[config.mk]
export PLATFORM = sky130hd
export DESIGN_NAME = stall_homing_calibrator_flat
export DESIGN_NICKNAME = d
export VERILOG_FILES = /design/src/rtl/shc_pkg.sv /design/src/rtl/shc_if.sv /design/src/rtl/shc_motor.sv /design/src/rtl/stall_homing_calibrator.sv /design/src/flat_wrapper.sv
export SDC_FILE = /design/constraint.sdc
export NUM_CORES = 1
export LEC_CHECK = 0
export BUFFER_PORTS_ARGS = -buffer_cell sky130_fd_sc_hd__buf_2
export CAP_MARGIN = 20
export CORE_MARGIN = 2
export CORE_UTILIZATION = 40
export DETAILED_ROUTE_END_ITERATION = 8
export PLACE_DENSITY_LB_ADDON = 0.05
export RECOVER_POWER = 100
export SYNTH_ARGS = -nofsm -noshare
export SYNTH_HDL_FRONTEND = slang
export SYNTH_SLANG_ARGS = --single-unit
[constraint.sdc]
create_clock -name clk_i -period 6.4 [get_ports clk_i]
set_clock_uncertainty 0.15 [all_clocks]
set_input_delay 0 -clock clk_i [delete_from_list [all_inputs] [get_ports clk_i]]
set_output_delay 0 -clock clk_i [all_outputs]
set_load 0.01 [all_outputs]
[src/rtl/shc_pkg.sv]
// Shared types and constants of the stall homing calibrator.
`default_nettype none

package shc_pkg;

  // Motor slots: yaw, left pitch, right pitch
  localparam int unsigned MotorCount = 3;
  localparam int unsigned MotorYaw    = 0;
  localparam int unsigned MotorPitchL = 1;
  localparam int unsigned MotorPitchR = 2;

  // Field widths
  localparam int unsigned TorqueW    = 15;
  localparam int unsigned SpeedW     = 16;
  localparam int unsigned AngleW     = 32;
  localparam int unsigned TorqueLimW = 14;
  localparam int unsigned StillLimW  = 15;
  localparam int unsigned CountW     = 6;
  localparam int unsigned CfgIdxW    = 2;
  localparam int unsigned CfgDataW   = 15;

  // Stall ticks needed before the angle is taken as zero
  localparam int unsigned StallTicksDefault = 50;

  // Reset value of the stillness limit
  localparam logic [StillLimW-1:0] StillLimReset = StillLimW'(32);

  // Configuration register indexes
  typedef enum logic [CfgIdxW-1:0] {
    CFG_TORQUE_YAW     = 2'd0,
    CFG_TORQUE_PITCH_L = 2'd1,
    CFG_TORQUE_PITCH_R = 2'd2,
    CFG_STILL_LIMIT    = 2'd3
  } cfg_idx_e;

  // One motor's sample out of an input word
  typedef struct packed {
    logic                     enabled;
    logic signed [TorqueW-1:0] torque;
    logic signed [SpeedW-1:0]  speed;
    logic signed [AngleW-1:0]  angle;
  } motor_in_t;

  // Per-motor control from the top level
  typedef struct packed {
    logic step;
    logic calibrating;
  } motor_ctl_t;

  // Per-motor visible state
  typedef struct packed {
    logic                     homed;
    logic                     openloop;
    logic signed [AngleW-1:0] offset;
  } motor_state_t;

endpackage

`default_nettype wire

[src/rtl/shc_if.sv]
// Valid/ready channel interfaces for the input and result words.
`default_nettype none

interface shc_in_if;
  logic                                 valid;
  logic                                 ready;
  logic                                 enabled_yaw;
  logic signed [shc_pkg::TorqueW-1:0]   torque_yaw;
  logic signed [shc_pkg::SpeedW-1:0]    speed_yaw;
  logic signed [shc_pkg::AngleW-1:0]    angle_yaw;
  logic                                 enabled_pitch_left;
  logic signed [shc_pkg::TorqueW-1:0]   torque_pitch_left;
  logic signed [shc_pkg::SpeedW-1:0]    speed_pitch_left;
  logic signed [shc_pkg::AngleW-1:0]    angle_pitch_left;
  logic                                 enabled_pitch_right;
  logic signed [shc_pkg::TorqueW-1:0]   torque_pitch_right;
  logic signed [shc_pkg::SpeedW-1:0]    speed_pitch_right;
  logic signed [shc_pkg::AngleW-1:0]    angle_pitch_right;

  modport source (
    output valid, enabled_yaw, torque_yaw, speed_yaw, angle_yaw,
           enabled_pitch_left, torque_pitch_left, speed_pitch_left, angle_pitch_left,
           enabled_pitch_right, torque_pitch_right, speed_pitch_right, angle_pitch_right,
    input  ready
  );
  modport sink (
    input  valid, enabled_yaw, torque_yaw, speed_yaw, angle_yaw,
           enabled_pitch_left, torque_pitch_left, speed_pitch_left, angle_pitch_left,
           enabled_pitch_right, torque_pitch_right, speed_pitch_right, angle_pitch_right,
    output ready
  );
endinterface

interface shc_out_if;
  logic                               valid;
  logic                               ready;
  logic                               in_normal;
  logic                               homed_yaw;
  logic                               homed_pitch_left;
  logic                               homed_pitch_right;
  logic                               openloop_yaw;
  logic                               openloop_pitch_left;
  logic                               openloop_pitch_right;
  logic signed [shc_pkg::AngleW-1:0]  offset_yaw;
  logic signed [shc_pkg::AngleW-1:0]  offset_pitch_left;
  logic signed [shc_pkg::AngleW-1:0]  offset_pitch_right;

  modport source (
    output valid, in_normal, homed_yaw, homed_pitch_left, homed_pitch_right,
           openloop_yaw, openloop_pitch_left, openloop_pitch_right,
           offset_yaw, offset_pitch_left, offset_pitch_right,
    input  ready
  );
  modport sink (
    input  valid, in_normal, homed_yaw, homed_pitch_left, homed_pitch_right,
           openloop_yaw, openloop_pitch_left, openloop_pitch_right,
           offset_yaw, offset_pitch_left, offset_pitch_right,
    output ready
  );
endinterface

`default_nettype wire

[src/rtl/shc_motor.sv]
// Per-motor stall detector, counter and zero offset latch.
`default_nettype none

module shc_motor #(
  parameter int unsigned StallTicks = shc_pkg::StallTicksDefault
) (
  input  wire logic                               clk_i,
  input  wire logic                               rst_ni,
  input  wire shc_pkg::motor_ctl_t                ctl_i,
  input  wire shc_pkg::motor_in_t                 sample_i,
  input  wire logic [shc_pkg::TorqueLimW-1:0]     torque_lim_i,
  input  wire logic [shc_pkg::StillLimW-1:0]      still_lim_i,
  output logic                                    homed_next_o,
  output shc_pkg::motor_state_t                   state_o
);

  localparam logic [shc_pkg::CountW-1:0] TicksTarget = shc_pkg::CountW'(StallTicks);

  logic [shc_pkg::CountW-1:0]    count_q, count_d, count_inc;
  logic                          homed_q, homed_d;
  logic                          openloop_q, openloop_d;
  logic signed [shc_pkg::AngleW-1:0] offset_q, offset_d;

  logic signed [shc_pkg::TorqueW:0] torque_ext;
  logic signed [shc_pkg::SpeedW:0]  speed_ext;
  logic [shc_pkg::TorqueW-1:0]      torque_mag;
  logic [shc_pkg::SpeedW-1:0]       speed_mag;
  logic                             pushing, still;

  // Magnitudes; one extra bit keeps the most negative code exact
  always_comb begin
    torque_ext = (shc_pkg::TorqueW+1)'(sample_i.torque);
    speed_ext  = (shc_pkg::SpeedW+1)'(sample_i.speed);
    if (torque_ext < 0) begin
      torque_ext = -torque_ext;
    end
    if (speed_ext < 0) begin
      speed_ext = -speed_ext;
    end
    torque_mag = torque_ext[shc_pkg::TorqueW-1:0];
    speed_mag  = speed_ext[shc_pkg::SpeedW-1:0];
    pushing    = torque_mag >= shc_pkg::TorqueW'(torque_lim_i);
    still      = speed_mag < shc_pkg::SpeedW'(still_lim_i);
    count_inc  = count_q + shc_pkg::CountW'(1);
  end

  // Next state for one tick
  always_comb begin
    count_d    = count_q;
    homed_d    = homed_q;
    openloop_d = openloop_q;
    offset_d   = offset_q;
    if (ctl_i.calibrating) begin
      if (sample_i.enabled && !homed_q) begin
        openloop_d = 1'b0;
        if (pushing && still) begin
          count_d = count_inc;
          if (count_inc >= TicksTarget) begin
            count_d    = '0;
            openloop_d = 1'b1;
            offset_d   = sample_i.angle;
            homed_d    = 1'b1;
          end
        end else begin
          count_d = '0;
        end
      end
    end else if (!sample_i.enabled) begin
      homed_d = 1'b0;
    end
  end

  always_ff @(posedge clk_i or negedge rst_ni) begin
    if (!rst_ni) begin
      count_q    <= '0;
      homed_q    <= 1'b0;
      openloop_q <= 1'b0;
      offset_q   <= '0;
    end else if (ctl_i.step) begin
      count_q    <= count_d;
      homed_q    <= homed_d;
      openloop_q <= openloop_d;
      offset_q   <= offset_d;
    end
  end

  assign homed_next_o      = homed_d;
  assign state_o.homed     = homed_q;
  assign state_o.openloop  = openloop_q;
  assign state_o.offset    = offset_q;

endmodule

`default_nettype wire

[src/rtl/stall_homing_calibrator.sv]
// Top level of the sensorless stall homing calibrator for three motors.
//
// Usage:
//   in_i carries one control tick per word: enable, torque, speed and angle
//   for yaw, left pitch and right pitch. out_o returns one result word per
//   tick: phase, homed flags, drive modes and latched zero offsets.
//   Thresholds are set through cfg_we_i / cfg_idx_i / cfg_data_i while idle.
// Timing:
//   A taken word lands in the input register, is worked through the
//   per-motor compare/count logic, and its result is registered in the phase
//   and motor state registers, from which it is valid on out_o. One word per
//   cycle is sustained while out_o.ready stays high; the input register and
//   the result register form a two-stage pipeline with per-stage valid flags.
// Reset:
//   Asynchronous, active low. Phase goes to calibrating, all flags, counters
//   and offsets clear, torque thresholds to 0 and the stillness limit to 32.
// Stall:
//   While out_o.ready is low a pending result holds and the motor state freezes;
//   one more word is still taken into the input register, then in_i.ready
//   drops until the result is taken.
`default_nettype none

module stall_homing_calibrator #(
  parameter int unsigned StallTicks = shc_pkg::StallTicksDefault
) (
  input  wire logic                              clk_i,
  input  wire logic                              rst_ni,
  shc_in_if.sink                                 in_i,
  shc_out_if.source                              out_o,
  input  wire logic                              cfg_we_i,
  input  wire logic [shc_pkg::CfgIdxW-1:0]       cfg_idx_i,
  input  wire logic [shc_pkg::CfgDataW-1:0]      cfg_data_i
);

  localparam int unsigned NMot = shc_pkg::MotorCount;

  // Configuration registers
  logic [shc_pkg::TorqueLimW-1:0] torque_lim_q [NMot];
  logic [shc_pkg::StillLimW-1:0]  still_lim_q;

  always_ff @(posedge clk_i or negedge rst_ni) begin
    if (!rst_ni) begin
      for (int i = 0; i < NMot; i++) begin
        torque_lim_q[i] <= '0;
      end
      still_lim_q <= shc_pkg::StillLimReset;
    end else if (cfg_we_i) begin
      case (shc_pkg::cfg_idx_e'(cfg_idx_i))
        shc_pkg::CFG_TORQUE_YAW:
          torque_lim_q[shc_pkg::MotorYaw] <= cfg_data_i[shc_pkg::TorqueLimW-1:0];
        shc_pkg::CFG_TORQUE_PITCH_L:
          torque_lim_q[shc_pkg::MotorPitchL] <= cfg_data_i[shc_pkg::TorqueLimW-1:0];
        shc_pkg::CFG_TORQUE_PITCH_R:
          torque_lim_q[shc_pkg::MotorPitchR] <= cfg_data_i[shc_pkg::TorqueLimW-1:0];
        shc_pkg::CFG_STILL_LIMIT:
          still_lim_q <= cfg_data_i[shc_pkg::StillLimW-1:0];
        default: ;
      endcase
    end
  end

  // Pipeline handshake
  logic in_vld_q, out_vld_q;
  logic advance, accept;

  assign advance     = in_vld_q && (!out_vld_q || out_o.ready);
  assign in_i.ready  = !in_vld_q || advance;
  assign accept      = in_i.valid && in_i.ready;

  always_ff @(posedge clk_i or negedge rst_ni) begin
    if (!rst_ni) begin
      in_vld_q  <= 1'b0;
      out_vld_q <= 1'b0;
    end else begin
      if (accept) begin
        in_vld_q <= 1'b1;
      end else if (advance) begin
        in_vld_q <= 1'b0;
      end
      if (advance) begin
        out_vld_q <= 1'b1;
      end else if (out_o.ready) begin
        out_vld_q <= 1'b0;
      end
    end
  end

  // Input word register
  shc_pkg::motor_in_t sample_q [NMot];
  shc_pkg::motor_in_t sample_d [NMot];

  always_comb begin
    sample_d[shc_pkg::MotorYaw]    = '{in_i.enabled_yaw, in_i.torque_yaw,
                                       in_i.speed_yaw, in_i.angle_yaw};
    sample_d[shc_pkg::MotorPitchL] = '{in_i.enabled_pitch_left, in_i.torque_pitch_left,
                                       in_i.speed_pitch_left, in_i.angle_pitch_left};
    sample_d[shc_pkg::MotorPitchR] = '{in_i.enabled_pitch_right, in_i.torque_pitch_right,
                                       in_i.speed_pitch_right, in_i.angle_pitch_right};
  end

  always_ff @(posedge clk_i) begin
    if (accept) begin
      for (int i = 0; i < NMot; i++) begin
        sample_q[i] <= sample_d[i];
      end
    end
  end

  // Phase register
  logic                phase_q, phase_d;
  shc_pkg::motor_ctl_t ctl;
  logic [NMot-1:0]     homed_next;
  logic [NMot-1:0]     enabled;
  shc_pkg::motor_state_t mstate [NMot];

  assign ctl.step        = advance;
  assign ctl.calibrating = !phase_q;

  always_comb begin
    for (int i = 0; i < NMot; i++) begin
      enabled[i] = sample_q[i].enabled;
    end
    if (!phase_q) begin
      phase_d = &homed_next;
    end else begin
      phase_d = &enabled;
    end
  end

  always_ff @(posedge clk_i or negedge rst_ni) begin
    if (!rst_ni) begin
      phase_q <= 1'b0;
    end else if (advance) begin
      phase_q <= phase_d;
    end
  end

  // Motor units
  for (genvar g = 0; g < NMot; g++) begin : g_motor
    shc_motor #(
      .StallTicks (StallTicks)
    ) u_motor (
      .clk_i        (clk_i),
      .rst_ni       (rst_ni),
      .ctl_i        (ctl),
      .sample_i     (sample_q[g]),
      .torque_lim_i (torque_lim_q[g]),
      .still_lim_i  (still_lim_q),
      .homed_next_o (homed_next[g]),
      .state_o      (mstate[g])
    );
  end

  // Result word; the state registers hold it while the receiver stalls
  assign out_o.valid                = out_vld_q;
  assign out_o.in_normal            = phase_q;
  assign out_o.homed_yaw            = mstate[shc_pkg::MotorYaw].homed;
  assign out_o.homed_pitch_left     = mstate[shc_pkg::MotorPitchL].homed;
  assign out_o.homed_pitch_right    = mstate[shc_pkg::MotorPitchR].homed;
  assign out_o.openloop_yaw         = mstate[shc_pkg::MotorYaw].openloop;
  assign out_o.openloop_pitch_left  = mstate[shc_pkg::MotorPitchL].openloop;
  assign out_o.openloop_pitch_right = mstate[shc_pkg::MotorPitchR].openloop;
  assign out_o.offset_yaw           = mstate[shc_pkg::MotorYaw].offset;
  assign out_o.offset_pitch_left    = mstate[shc_pkg::MotorPitchL].offset;
  assign out_o.offset_pitch_right   = mstate[shc_pkg::MotorPitchR].offset;

endmodule

`default_nettype wire

[src/flat_wrapper.sv]
// flat-port wrapper written by rule: the top's interface ports become plain ports
module stall_homing_calibrator_flat 
#(
  parameter int unsigned StallTicks = shc_pkg::StallTicksDefault
)
  (clk_i, rst_ni, cfg_we_i, cfg_idx_i, cfg_data_i, in_i_valid, in_i_enabled_yaw, in_i_torque_yaw, in_i_speed_yaw, in_i_angle_yaw, in_i_enabled_pitch_left, in_i_torque_pitch_left, in_i_speed_pitch_left, in_i_angle_pitch_left, in_i_enabled_pitch_right, in_i_torque_pitch_right, in_i_speed_pitch_right, in_i_angle_pitch_right, in_i_ready, out_o_valid, out_o_in_normal, out_o_homed_yaw, out_o_homed_pitch_left, out_o_homed_pitch_right, out_o_openloop_yaw, out_o_openloop_pitch_left, out_o_openloop_pitch_right, out_o_offset_yaw, out_o_offset_pitch_left, out_o_offset_pitch_right, out_o_ready);
  shc_in_if in_i_i ();
  shc_out_if out_o_i ();
  input  wire logic clk_i;
  input  wire logic rst_ni;
  input  wire logic cfg_we_i;
  input  wire logic [shc_pkg::CfgIdxW-1:0] cfg_idx_i;
  input  wire logic [shc_pkg::CfgDataW-1:0] cfg_data_i;
  input wire logic [$bits(in_i_i.valid)-1:0] in_i_valid;
  input wire logic [$bits(in_i_i.enabled_yaw)-1:0] in_i_enabled_yaw;
  input wire logic [$bits(in_i_i.torque_yaw)-1:0] in_i_torque_yaw;
  input wire logic [$bits(in_i_i.speed_yaw)-1:0] in_i_speed_yaw;
  input wire logic [$bits(in_i_i.angle_yaw)-1:0] in_i_angle_yaw;
  input wire logic [$bits(in_i_i.enabled_pitch_left)-1:0] in_i_enabled_pitch_left;
  input wire logic [$bits(in_i_i.torque_pitch_left)-1:0] in_i_torque_pitch_left;
  input wire logic [$bits(in_i_i.speed_pitch_left)-1:0] in_i_speed_pitch_left;
  input wire logic [$bits(in_i_i.angle_pitch_left)-1:0] in_i_angle_pitch_left;
  input wire logic [$bits(in_i_i.enabled_pitch_right)-1:0] in_i_enabled_pitch_right;
  input wire logic [$bits(in_i_i.torque_pitch_right)-1:0] in_i_torque_pitch_right;
  input wire logic [$bits(in_i_i.speed_pitch_right)-1:0] in_i_speed_pitch_right;
  input wire logic [$bits(in_i_i.angle_pitch_right)-1:0] in_i_angle_pitch_right;
  output wire logic [$bits(in_i_i.ready)-1:0] in_i_ready;
  output wire logic [$bits(out_o_i.valid)-1:0] out_o_valid;
  output wire logic [$bits(out_o_i.in_normal)-1:0] out_o_in_normal;
  output wire logic [$bits(out_o_i.homed_yaw)-1:0] out_o_homed_yaw;
  output wire logic [$bits(out_o_i.homed_pitch_left)-1:0] out_o_homed_pitch_left;
  output wire logic [$bits(out_o_i.homed_pitch_right)-1:0] out_o_homed_pitch_right;
  output wire logic [$bits(out_o_i.openloop_yaw)-1:0] out_o_openloop_yaw;
  output wire logic [$bits(out_o_i.openloop_pitch_left)-1:0] out_o_openloop_pitch_left;
  output wire logic [$bits(out_o_i.openloop_pitch_right)-1:0] out_o_openloop_pitch_right;
  output wire logic [$bits(out_o_i.offset_yaw)-1:0] out_o_offset_yaw;
  output wire logic [$bits(out_o_i.offset_pitch_left)-1:0] out_o_offset_pitch_left;
  output wire logic [$bits(out_o_i.offset_pitch_right)-1:0] out_o_offset_pitch_right;
  input wire logic [$bits(out_o_i.ready)-1:0] out_o_ready;
  assign in_i_i.valid = in_i_valid;
  assign in_i_i.enabled_yaw = in_i_enabled_yaw;
  assign in_i_i.torque_yaw = in_i_torque_yaw;
  assign in_i_i.speed_yaw = in_i_speed_yaw;
  assign in_i_i.angle_yaw = in_i_angle_yaw;
  assign in_i_i.enabled_pitch_left = in_i_enabled_pitch_left;
  assign in_i_i.torque_pitch_left = in_i_torque_pitch_left;
  assign in_i_i.speed_pitch_left = in_i_speed_pitch_left;
  assign in_i_i.angle_pitch_left = in_i_angle_pitch_left;
  assign in_i_i.enabled_pitch_right = in_i_enabled_pitch_right;
  assign in_i_i.torque_pitch_right = in_i_torque_pitch_right;
  assign in_i_i.speed_pitch_right = in_i_speed_pitch_right;
  assign in_i_i.angle_pitch_right = in_i_angle_pitch_right;
  assign in_i_ready = in_i_i.ready;
  assign out_o_valid = out_o_i.valid;
  assign out_o_in_normal = out_o_i.in_normal;
  assign out_o_homed_yaw = out_o_i.homed_yaw;
  assign out_o_homed_pitch_left = out_o_i.homed_pitch_left;
  assign out_o_homed_pitch_right = out_o_i.homed_pitch_right;
  assign out_o_openloop_yaw = out_o_i.openloop_yaw;
  assign out_o_openloop_pitch_left = out_o_i.openloop_pitch_left;
  assign out_o_openloop_pitch_right = out_o_i.openloop_pitch_right;
  assign out_o_offset_yaw = out_o_i.offset_yaw;
  assign out_o_offset_pitch_left = out_o_i.offset_pitch_left;
  assign out_o_offset_pitch_right = out_o_i.offset_pitch_right;
  assign out_o_i.ready = out_o_ready;
  stall_homing_calibrator #(.StallTicks(StallTicks)) u_core (.clk_i(clk_i), .rst_ni(rst_ni), .in_i(in_i_i), .out_o(out_o_i), .cfg_we_i(cfg_we_i), .cfg_idx_i(cfg_idx_i), .cfg_data_i(cfg_data_i));
endmodule
==> results of run 1 <==
[synth_stat cells (12+ instances only)]
cell type / n
nand4_1: 12
clkbuf_1: 19
mux2_2: 113
o21ai_0: 62
nand2_1: 70
nand2b_1: 25
dfrtp_1: 179
a21oi_1: 20
nor2_1: 33
nor3_1: 17
o31ai_1: 24
nand3_1: 20
edfxtp_1: 192
a21o_1: 21
ha_1: 96
mux2_4: 29
inv_1: 80
xnor2_1: 74
[power by group through the flow]
stage | Sequential (mW) | Clock (mW) | Combinational [mW]
6_report | 2.82 | 2.46 | 0.992
3_3_place_gp | 2.86 | 0 | 0.802
4_1_cts | 2.82 | 2.54 | 1.02
2_1_floorplan | 2.84 | 0 | 0.552
5_1_grt | 2.84 | 2.63 | 1.13
3_5_place_dp | 2.86 | 0 | 0.817
[final timing paths]
kind / startpoint / endpoint / slack [ns] / cells after the start
worst max-delay path: u_core.sample_q[0][51] / u_core.g_motor[0].u_motor.offset_q[9] / 1.22 / 13
worst min-delay path: in_i_angle_yaw[1] / u_core.sample_q[0][1] / 0.01 / 2
worst max register to register: u_core.sample_q[0][51] / u_core.g_motor[0].u_motor.offset_q[9] / 1.22 / 13
worst min register to register: u_core.sample_q[0][145] / u_core.g_motor[2].u_motor.offset_q[17] / 0.31 / 1
max in group asynchronous: rst_ni / u_core.torque_lim_q[15] / 1.95 / 4
min in group asynchronous: rst_ni / u_core.g_motor[1].u_motor.offset_q[13] / 1.59 / 4
[logic make-up (layout without fill, tap and decap cells)]
logic type	Yosys count	after routing	synth area share (%)
compound gates	192	192	7.758
xor+xnor	81	81	4.181
fa+ha+maj	96	96	7.079
buf+inv	105	869	2.478
flops	372	372	60.53
mux	142	142	10.07
other cells	0	2	0
simple gates	249	249	7.905
[critical path: cells and delay by family (launching register included)]
family / cells / cell delay [ns]
compound gates: 5 / 1.11
xor+xnor: 1 / 0.19
fa+ha+maj: 1 / 0.28
buf+inv: 1 / 1.51
flops: 1 / 0.46
mux: 1 / 0.46
simple gates: 4 / 0.85
[final cells by class]
cell class / count / area share [%]
clock inverter: 17 / 0.6993
clock buffer: 60 / 5.185
sequential: 372 / 42.52
tap: 539 / 2.792
timing repair buffer: 712 / 22.11
inverter: 80 / 1.243
multi-input combinational: 760 / 25.43
antenna: 2 / 0.02072
[flip-flops by register name, indices dropped and copies added, names as in the netlist]
signal and count:
u_core.still_lim_q 15, u_core.g_motor.u_motor.homed_q 3, u_core.in_vld_q 1, u_core.g_motor.u_motor.openloop_q 3
u_core.sample_q 192, u_core.torque_lim_q 42, u_core.out_o.in_normal 1, u_core.g_motor.u_motor.count_q 18
u_core.out_o.valid 1, u_core.g_motor.u_motor.offset_q 96
[cell usage in the layout (no fill, tap or decap), types with 24 or more instances in the layout]
cell | netlist | routed
buf_2 | 3 | 202
clkbuf_1 | 19 | 131
clkbuf_16 | 0 | 45
dfrtp_1 | 179 | 179
dlygate4sd3_1 | 0 | 385
edfxtp_1 | 192 | 192
ha_1 | 96 | 96
inv_1 | 80 | 80
mux2_1 | 0 | 29
mux2_2 | 113 | 113
nand2_1 | 70 | 70
nand2b_1 | 25 | 25
nor2_1 | 33 | 33
o21ai_0 | 62 | 62
o31ai_1 | 24 | 24
xnor2_1 | 74 | 74
[layer usage]
| layer | track usage [%] | up-vias | part of all wire (%) |
|---|---|---|---|
| met1 | 25.89 | 5940 | 45 |
| met3 | 4.395 | 66 | 5.2 |
| met2 | 32.91 | 261 | 48 |
| li1 | - | 6041 | - |
| met5 | 0 | - | 0 |
| met4 | 6.114 | 0 | 2.4 |
[through the flow]
stage | hold WS (ns) | worst slack (ns) | instances | power, mW | util, %
6_report | 0.01249 | 1.225 | 2542 | 6.270 | 57.59
5_1_grt | 0.002395 | 0.8176 | 2542 | 6.611 | 57.59
4_1_cts | 0.00007339 | 1.769 | 2539 | 6.379 | 58.38
3_5_place_dp | -0.1623 | 1.818 | 2077 | 3.679 | 45.76
3_3_place_gp | -0.1617 | 1.869 | 2077 | 3.659 | 45.76
2_1_floorplan | -0.4456 | 0.6563 | 1237 | 3.390 | -
==> impl_metrics.json, run 1 <==
{
  "status": "finished, violations left",
  "violations": "capacitance limit, slew limit",
  "io_buffers": 318,
  "final.setup.tns_ns": 0,
  "power.leakage_nw": 10.42,
  "drc_errors": 0,
  "grt_usage_pct": 19.78,
  "yosysUniqueCellTypes": 65,
  "grt_pass1_wl_um": 68930,
  "synthesis.area_mm2": 0.01697,
  "clock_latency_ns": 0.56,
  "vias": 12310,
  "start_kind": "register",
  "cts.sinks": 372,
  "area_growth_pct": 42.36,
  "dp_hpwl_um": 28020,
  "avgSynthCellArea_um2": 13.72,
  "synth_fp_nets": 1547,
  "dr.pass1.iters": 4,
  "drive_gt1_share_pct": 20.04,
  "synthArstFlopShare_pct": 48.39,
  "die-height_um": 210.0,
  "path_cells": "nor4_1, nand2b_1, o31ai_1, xnor2_1, ha_1, a21o_1, a221oi_1, o221ai_1, a31oi_1, nor3b_1, nand2_1, clkbuf_1, mux2_2",
  "routabilityCongestion": 0.8084,
  "seq_area_mm2": 0.01027,
  "root_buffer": "clkbuf_16",
  "p_comb_share_pct": 15.8,
  "fp.dieArea_mm2": 0.04408,
  "ys_ff_latch": 372,
  "cts_hold_buffers": 385,
  "gr-total-overflow": 0,
  "initial_utilization_pct": 40.45,
  "min_period_ns": 5.175,
  "ys_seq_area_share_pct": 60.53,
  "synth_top_cell_area_share_pct": 33.98,
  "slew-limit-headroom_pct": -181.7,
  "post_cts_buffers": 0,
  "synth_top_area_cell": "edfxtp_1",
  "synth_warnings": 0,
  "path_class": "reg -> reg",
  "fp-row-count": 75,
  "path_max_fanout": 34,
  "cts_buffers": 42,
  "hold_violations": 0,
  "maxCapViolations": 6,
  "layout.nets": 2278,
  "critPathArrivalTime_ns": 5.45,
  "clock_path_buffers": 3,
  "p_switching_mw": 1.563,
  "yosys-top-cells-area": "edfxtp_1 (34%), dfrtp_1 (26%), mux2_2 (7.5%), ha_1 (7.1%), xnor2_1 (3.8%)",
  "multi_input_area_mm2": 0.006142,
  "holdCritPathClass": "in -> reg",
  "crit_required_ns": 6.67,
  "wire_per_inst_um": 16.77,
  "vias_per_cell": 4.842,
  "clock.fmax_mhz": 193.2,
  "clk_pin_slew_ns": 0.07,
  "antenna_found_initial": 2,
  "fin_crit_sh_pct": 80.87,
  "synth_cells": 1237,
  "ys.flop_type": "edfxtp_1",
  "max-vdd-ir-drop_mv": 0.2274,
  "drv_slew": 358,
  "grt_max_degree": 76,
  "cp_slowest_cell": "clkbuf_1",
  "rsz0062_at_grt": "false",
  "swShare_pct": 24.93,
  "wl_um": 42640,
  "synth_edf_count": 192,
  "p_per_area_mw_per_mm2": 259.6,
  "cts_resized": 0,
  "pwr-share-clk_pct": 39.2,
  "tightest_slew_ns": 4.225,
  "fp.dieW_um": 210.0,
  "placed_area_mm2": 0.01920,
  "htree_levels": 2,
  "worst_setup_path_end_kind": "register",
  "cts_tree": "built",
  "seqPwrFrac_pct": 45.0,
  "slowest_delay_ns": 1.51,
  "power.internal_mw": 4.707,
  "ios": 319,
  "setup_viol": 0,
  "fillers": 3571,
  "final_cell_area_mm2": 0.02416,
  "ant_nets": 0,
  "core_mm2": 0.04195,
  "grt_pass1_vias": 12970,
  "drtIter0Drc": 515
}
No activity file was read; power rests on OpenSTA's default activity.
==> run 2: changes to the inputs <==
--- a/config.mk
+++ b/config.mk
@@ -5,6 +5,7 @@
 export SDC_FILE = /design/constraint.sdc
 export NUM_CORES = 1
 export LEC_CHECK = 0
+export ABC_AREA = 1
 export BUFFER_PORTS_ARGS = -buffer_cell sky130_fd_sc_hd__buf_2
 export CAP_MARGIN = 20
 export CORE_MARGIN = 2
==> constraint.sdc (replaced) <==
create_clock -name clk_i -period 5 [get_ports clk_i]
set_clock_uncertainty 0.15 [all_clocks]
set_input_delay 0 -clock clk_i [delete_from_list [all_inputs] [get_ports clk_i]]
set_output_delay 0 -clock clk_i [all_outputs]
set_load 0.01 [all_outputs]
==> run 2 against run 1 <==
The flow still finishes with violations (capacitance limit, slew limit). Die area rose by 2.5%. Cell area up 0.94%. Cell count increased by 19%.
==> impl_metrics.json, run 2 <==
{
  "status": "finished, violations left",
  "hold_slack_ns": 0.02246,
  "clock.fmax_mhz": 231.5,
  "wl_met3_um": 2283,
  "power.leakage_nw": 11.36,
  "path_max_fanout": 112,
  "power.internal_mw": 6.180,
  "max-vdd-ir-drop_mv": 0.2617,
  "route.met2.wl_um": 21500,
  "clock_latency_ns": 0.57,
  "grt_max_degree": 113,
  "power_mw": 8.587,
  "synthArstFlopShare_pct": 48.39,
  "htree_levels": 2,
  "synth_most_common_cell": "nand2_1",
  "crit_required_ns": 4.55,
  "worst_setup_path_end_kind": "register",
  "dr.pass1.iters": 7,
  "antenna_found_initial": 2,
  "synth_commonest_cells": "nand2_1 (364), inv_1 (257), edfxtp_1 (192)",
  "final_common_cell": "nand2_1",
  "avgSynthCellArea_um2": 10.27,
  "p_comb_share_pct": 19.2,
  "tightest_slew_ns": 3.092,
  "drive_gt1_share_pct": 12.80,
  "swShare_pct": 28.03,
  "grt_usage_pct": 19.83,
  "wirelength_met1_um": 19760,
  "ant_nets": 0,
  "drv_slew": 356,
  "cts_buffers": 43,
  "synth_cells": 1695,
  "root_buffer": "clkbuf_16",
  "ys_ff_latch": 372,
  "ys_seq_area_share_pct": 59.03,
  "gr-total-overflow": 0,
  "layout_common_cells": "nand2_1 (380), dlygate4sd3_1 (373), inv_1 (258)",
  "routabilityCongestion": 0.8025,
  "ios": 319,
  "synth_warnings": 0,
  "cts_resized": 0,
  "holdCritPathClass": "in -> reg",
  "wl_um": 44560,
  "min_period_ns": 4.320,
  "io_buffers": 318,
  "cts_tree": "built",
  "routed.top_layer": "met4",
  "vias": 13520,
  "seqPwrFrac_pct": 44.6,
  "critPathArrivalTime_ns": 3.87,
  "clk_pin_slew_ns": 0.06,
  "core_mm2": 0.04298,
  "drtIter0Drc": 711,
  "dp_hpwl_um": 28980,
  "initial_utilization_pct": 40.48,
  "setup_viol": 0,
  "die-height_um": 212.6,
  "fp.dieArea_mm2": 0.04519,
  "final.setup.tns_ns": 0,
  "fp-row-count": 76,
  "start_kind": "register",
  "post_cts_buffers": 0,
  "violations": "capacitance limit, slew limit",
  "area_growth_pct": 40.12,
  "grt_pass1_vias": 13650,
  "top_register": "u_core.sample_q",
  "yosysUniqueCellTypes": 39,
  "grt_pass1_wl_um": 70180,
  "synth_top_cell_area_share_pct": 33.13,
  "rsz0062_at_grt": "false",
  "top_regs": "u_core.sample_q: 192 flops, u_core.g_motor.u_motor.offset_q: 96 flops, u_core.torque_lim_q: 42 flops",
  "p_per_area_mw_per_mm2": 352.2,
  "synth_fp_nets": 2005,
  "wire_per_inst_um": 14.74,
  "maxCapViolations": 5,
  "synthesis.area_mm2": 0.01740,
  "largest_reg_flops": 192,
  "yosys-top-cells-area": "edfxtp_1 (33%), dfrtp_1 (26%), nand2_1 (7.9%), ha_1 (6.9%), inv_1 (5.5%)",
  "synth_edf_count": 192,
  "clock_path_buffers": 3,
  "pwr-share-clk_pct": 36.1,
  "path_class": "reg -> reg",
  "drc_errors": 0,
  "hold_violations": 0,
  "layout.nets": 2712,
  "p_switching_mw": 2.407,
  "fp.dieW_um": 212.6,
  "slew-limit-headroom_pct": -106.1,
  "vias_per_cell": 4.470,
  "synth_top_area_cell": "edfxtp_1",
  "ys.flop_type": "edfxtp_1",
  "cts.sinks": 372,
  "fin_crit_sh_pct": 86.40
}
==> run 2: layout make-up <==
type / count / area, um^2
Tap cell: 585 / 732.0
Timing Repair Buffer: 703 / 5244
Sequential cell: 372 / 10270
Clock inverter: 11 / 133.9
Inverter: 259 / 973.4
Clock buffer: 69 / 1255
Fill cell: 3882 / 18600
Multi-Input combinational cell: 1023 / 5768
Antenna cell: 2 / 5.005
==> run 2: kinds of logic (layout without fill, tap and decap cells) <==
| logic type | after synthesis | in the layout | synth area share [%] |
|---|---|---|---|
| compound gates | 227 | 227 | 7.809 |
| xor+xnor | 85 | 85 | 4.278 |
| fa+ha+maj | 96 | 96 | 6.903 |
| buf+inv | 300 | 1042 | 7.097 |
| flops | 372 | 372 | 59.03 |
| other cells | 0 | 2 | 0 |
| simple gates | 615 | 615 | 14.88 |
==> run 2: power groups by stage <==
stage               clock network [mW]  logic [mW]  registers, mW
floorplan                            0       0.955           3.89
global placement                     0        1.45           3.88
detailed placement                   0        1.49           3.88
CTS                               3.20        1.73           3.83
global route                      3.31        1.91           3.88
finish                            3.10        1.65           3.83
==> run 2: stage by stage <==
| stage | instance area [um^2] | worst slack [ns] | instances | utilization, % |
|---|---|---|---|---|
| final | 24380 | 0.6798 | 3024 | 56.73 |
| after floorplan | 17400 | 0.8793 | 1695 | - |
| after global placement | 19570 | 0.9020 | 2566 | 45.52 |
| after CTS | 24720 | 0.7092 | 3021 | 57.52 |
| after detailed placement | 19570 | 0.7834 | 2567 | 45.53 |
| after global routing | 24380 | 0.1551 | 3024 | 56.73 |
==> run 2: per-layer routing <==
metal	vias to the layer above	GRT usage (%)
met5	-	0
met4	0	6.245
met3	67	4.298
met2	258	33.47
met1	6259	25.45
li1	6934	-
==> run 2: worst paths after layout <==
path / startpoint / endpoint / slack [ns] / depth (start not counted)
max in group asynchronous: rst_ni / u_core.g_motor[0].u_motor.offset_q[11] / 0.97 / 4
max: u_core.out_o.valid / u_core.sample_q[0][48] / 0.68 / 4
min: in_i_speed_pitch_right[9] / u_core.sample_q[0][169] / 0.02 / 2
max reg2reg: u_core.out_o.valid / u_core.sample_q[0][48] / 0.68 / 4
min in group asynchronous: rst_ni / u_core.still_lim_q[5] / 0.76 / 3
min reg2reg: u_core.g_motor[0].u_motor.offset_q[9] / u_core.g_motor[0].u_motor.offset_q[9] / 0.32 / 2
==> run 2: what timing repair did <==
item | in CTS | in global routing
hold buffers | 374 | 0
setup endpoints to repair | 0 | 0
endpoints found under the hold margin | 322 | 0
==> run 2: critical path: stages, from the launching register on <==
cell        delay (ns)
dfrtp_1           0.36
nand3_1           0.13
nand2_1           0.12
clkinvlp_2        0.84
clkbuf_2          1.71
==> run 3: changes to the inputs <==
--- a/config.mk
+++ b/config.mk
@@ -11,7 +11,6 @@
 export CORE_MARGIN = 2
 export CORE_UTILIZATION = 40
 export DETAILED_ROUTE_END_ITERATION = 8
-export PLACE_DENSITY_LB_ADDON = 0.05
 export RECOVER_POWER = 100
 export SYNTH_ARGS = -nofsm -noshare
 export SYNTH_HDL_FRONTEND = slang
==> constraint.sdc (replaced) <==
create_clock -name clk_i -period 5 [get_ports clk_i]
set_clock_uncertainty 0.15 [all_clocks]
set_input_delay 0.75 -clock clk_i [delete_from_list [all_inputs] [get_ports clk_i]]
set_output_delay 0.75 -clock clk_i [all_outputs]
set_load 0.01 [all_outputs]
==> run 3 against run 2 <==
The run still ends with capacitance limit, slew limit left. Wire length is 8.3% lower. Combinational power shrank 13%. Clock power decreased by 3%. Count of clock-buffer cells in the layout fell by 4. Cell count fell by 12%. Total power decreased by 3.7%. Hold slack better by 0.16 ns. Critical endpoint is now u_core.g_motor[1].u_motor.offset_q[0]. Critical path depth rose by 16.
==> impl_metrics.json, run 3 (synthesis gave the netlist of run 2 again) <==
{
  "status": "finished, violations left",
  "violations": "capacitance limit, slew limit",
  "fillers": 4151,
  "path_delay_family": "simple AND/OR/NAND/NOR gates",
  "path_max_fanout": 27,
  "fp.dieW_um": 212.6,
  "wire_per_inst_um": 15.37,
  "dp_hpwl_um": 29640,
  "grt_usage_pct": 18.25,
  "start_kind": "register",
  "slew-limit-headroom_pct": -101.6,
  "tightest_slew_ns": 3.025,
  "htree_levels": 2,
  "critPathBufInv": 3,
  "cts_resized": 0,
  "root_buffer": "clkbuf_16",
  "ios": 319,
  "final.setup.tns_ns": 0,
  "ant_nets": 0,
  "clock.fmax_mhz": 226.5,
  "vias_per_cell": 4.641,
  "cts.sinks": 372,
  "power_mw": 8.271,
  "cp_slowest_cell": "nand3_2",
  "fin_crit_sh_pct": 88.30,
  "drv_slew": 218,
  "power.leakage_nw": 9.796,
  "setup_slack_ns": 0.5851,
  "top_register": "u_core.sample_q",
  "setup_viol": 0,
  "drive_gt1_share_pct": 15.34,
  "p_per_area_mw_per_mm2": 400.5,
  "grt_pass1_wl_um": 64310,
  "gr-total-overflow": 0,
  "drc_errors": 0,
  "largest_reg_flops": 192,
  "hold_violations": 0,
  "core_mm2": 0.04298,
  "initial_utilization_pct": 40.48,
  "grt_pass1_vias": 12330,
  "max-vdd-ir-drop_mv": 0.2909,
  "maxCapViolations": 3,
  "slowest_delay_ns": 0.49,
  "vias": 12340,
  "final_cell_area_mm2": 0.02065,
  "holdCritPathClass": "in -> reg",
  "cts_buffers": 44,
  "routabilityCongestion": 0.8431,
  "critPathArrivalTime_ns": 4.69,
  "path_cells": "inv_1, ha_1, nand2_1, nor3_1, nand2_1, nor3_1, nand2_1, o21ai_0, xor2_1, ha_1, inv_1, nor2_1, a21oi_1, nand3_1, a21oi_1, and2_0, nand3_2, buf_4, nand2_1, o21ai_2",
  "min_period_ns": 4.415,
  "antenna_found_initial": 11,
  "worst_setup_path_end_kind": "register",
  "wl_um": 40870,
  "clk_pin_slew_ns": 0.06,
  "final_common_cell": "nand2_1",
  "top_regs": "u_core.sample_q: 192 flops, u_core.g_motor.u_motor.offset_q: 96 flops, u_core.torque_lim_q: 42 flops",
  "crit_required_ns": 5.28,
  "path_class": "reg -> reg",
  "layout.nets": 2340,
  "dpl_worst_slack_ns": 0.6472,
  "rsz0062_at_grt": "false",
  "area_growth_pct": 18.68,
  "die-height_um": 212.6,
  "post_cts_buffers": 0,
  "clock_path_buffers": 3,
  "io_buffers": 318,
  "cts_hold_buffers": 0,
  "layout_common_cells": "nand2_1 (377), inv_1 (257), buf_2 (207)",
  "fp.dieArea_mm2": 0.04519,
  "grt_max_degree": 116,
  "drtIter0Drc": 657,
  "dr.pass1.iters": 5,
  "clock_latency_ns": 0.59,
  "crit_path_frequent_cell": "nand2_1",
  "cts_tree": "built",
  "placed_area_mm2": 0.01959,
  "fp-row-count": 76
}
-- run 3: cell types whose count changed in the layout (fill, tap and decap cells not counted), sizes merged --
| cell | before | now |
|---|---|---|
| diode | 2 | 8 |
| clkbuf | 194 | 185 |
| clkinvlp | 1 | 3 |
| buf | 205 | 210 |
| dlygate4sd3 | 373 | 0 |
| bufinv | 2 | 0 |
| clkinv | 6 | 12 |
-- run 3: area by class of cell --
class,instances,area [um^2],share of cell area [%]
antenna,8,20.02,0.09694
clock buffer,65,1230,5.956
clock inverter,17,131.4,0.6362
inverter,259,973.4,4.714
multi-input combinational,1023,5761,27.89
sequential,372,10270,49.74
tap,585,732.0,3.544
timing repair buffer,330,1533,7.422
-- run 3: worst paths after layout --
| path | from | endpoint | slack, ns | depth (start not counted) |
|---|---|---|---|---|
| max | u_core.sample_q[0][97] | u_core.g_motor[1].u_motor.offset_q[0] | 0.59 | 20 |
| min in group asynchronous | rst_ni | u_core.g_motor[1].u_motor.offset_q[8] | 0.93 | 1 |
| min | in_i_torque_pitch_right[2] | u_core.sample_q[0][178] | 0.18 | 1 |
| max in group asynchronous | rst_ni | u_core.torque_lim_q[28] | 1.91 | 1 |
| max reg2reg | u_core.sample_q[0][97] | u_core.g_motor[1].u_motor.offset_q[0] | 0.59 | 20 |
| min reg2reg | u_core.g_motor[0].u_motor.offset_q[28] | u_core.g_motor[0].u_motor.offset_q[28] | 0.32 | 2 |
-- run 3: layer usage --
layer / share of wire, % / vias up / wire [um] / global-route usage (%)
met3: 6.6 / 80 / 2712 / 4.948
li1: - / 6201 / - / -
met2: 47 / 280 / 19380 / 29.54
met5: 0.10 / - / 41 / 0
met4: 3.0 / 6 / 1229 / 7.258
met1: 43 / 5773 / 17510 / 23.26
-- run 3: metrics by stage --
stage	hold WS [ns]	cells	util, %
after floorplan	0.3024	1695	-
final	0.1790	2659	48.05
after CTS	0.1365	2648	48.75
after global routing	0.1519	2657	48.04
after global placement	0.3021	2566	45.58
after detailed placement	0.3070	2566	45.58
-- run 3: power breakdown --
part,internal [mW],switching (mW)
registers,3.61,0.222
logic,0.546,0.880
clock network,1.72,1.29
total,5.88,2.39
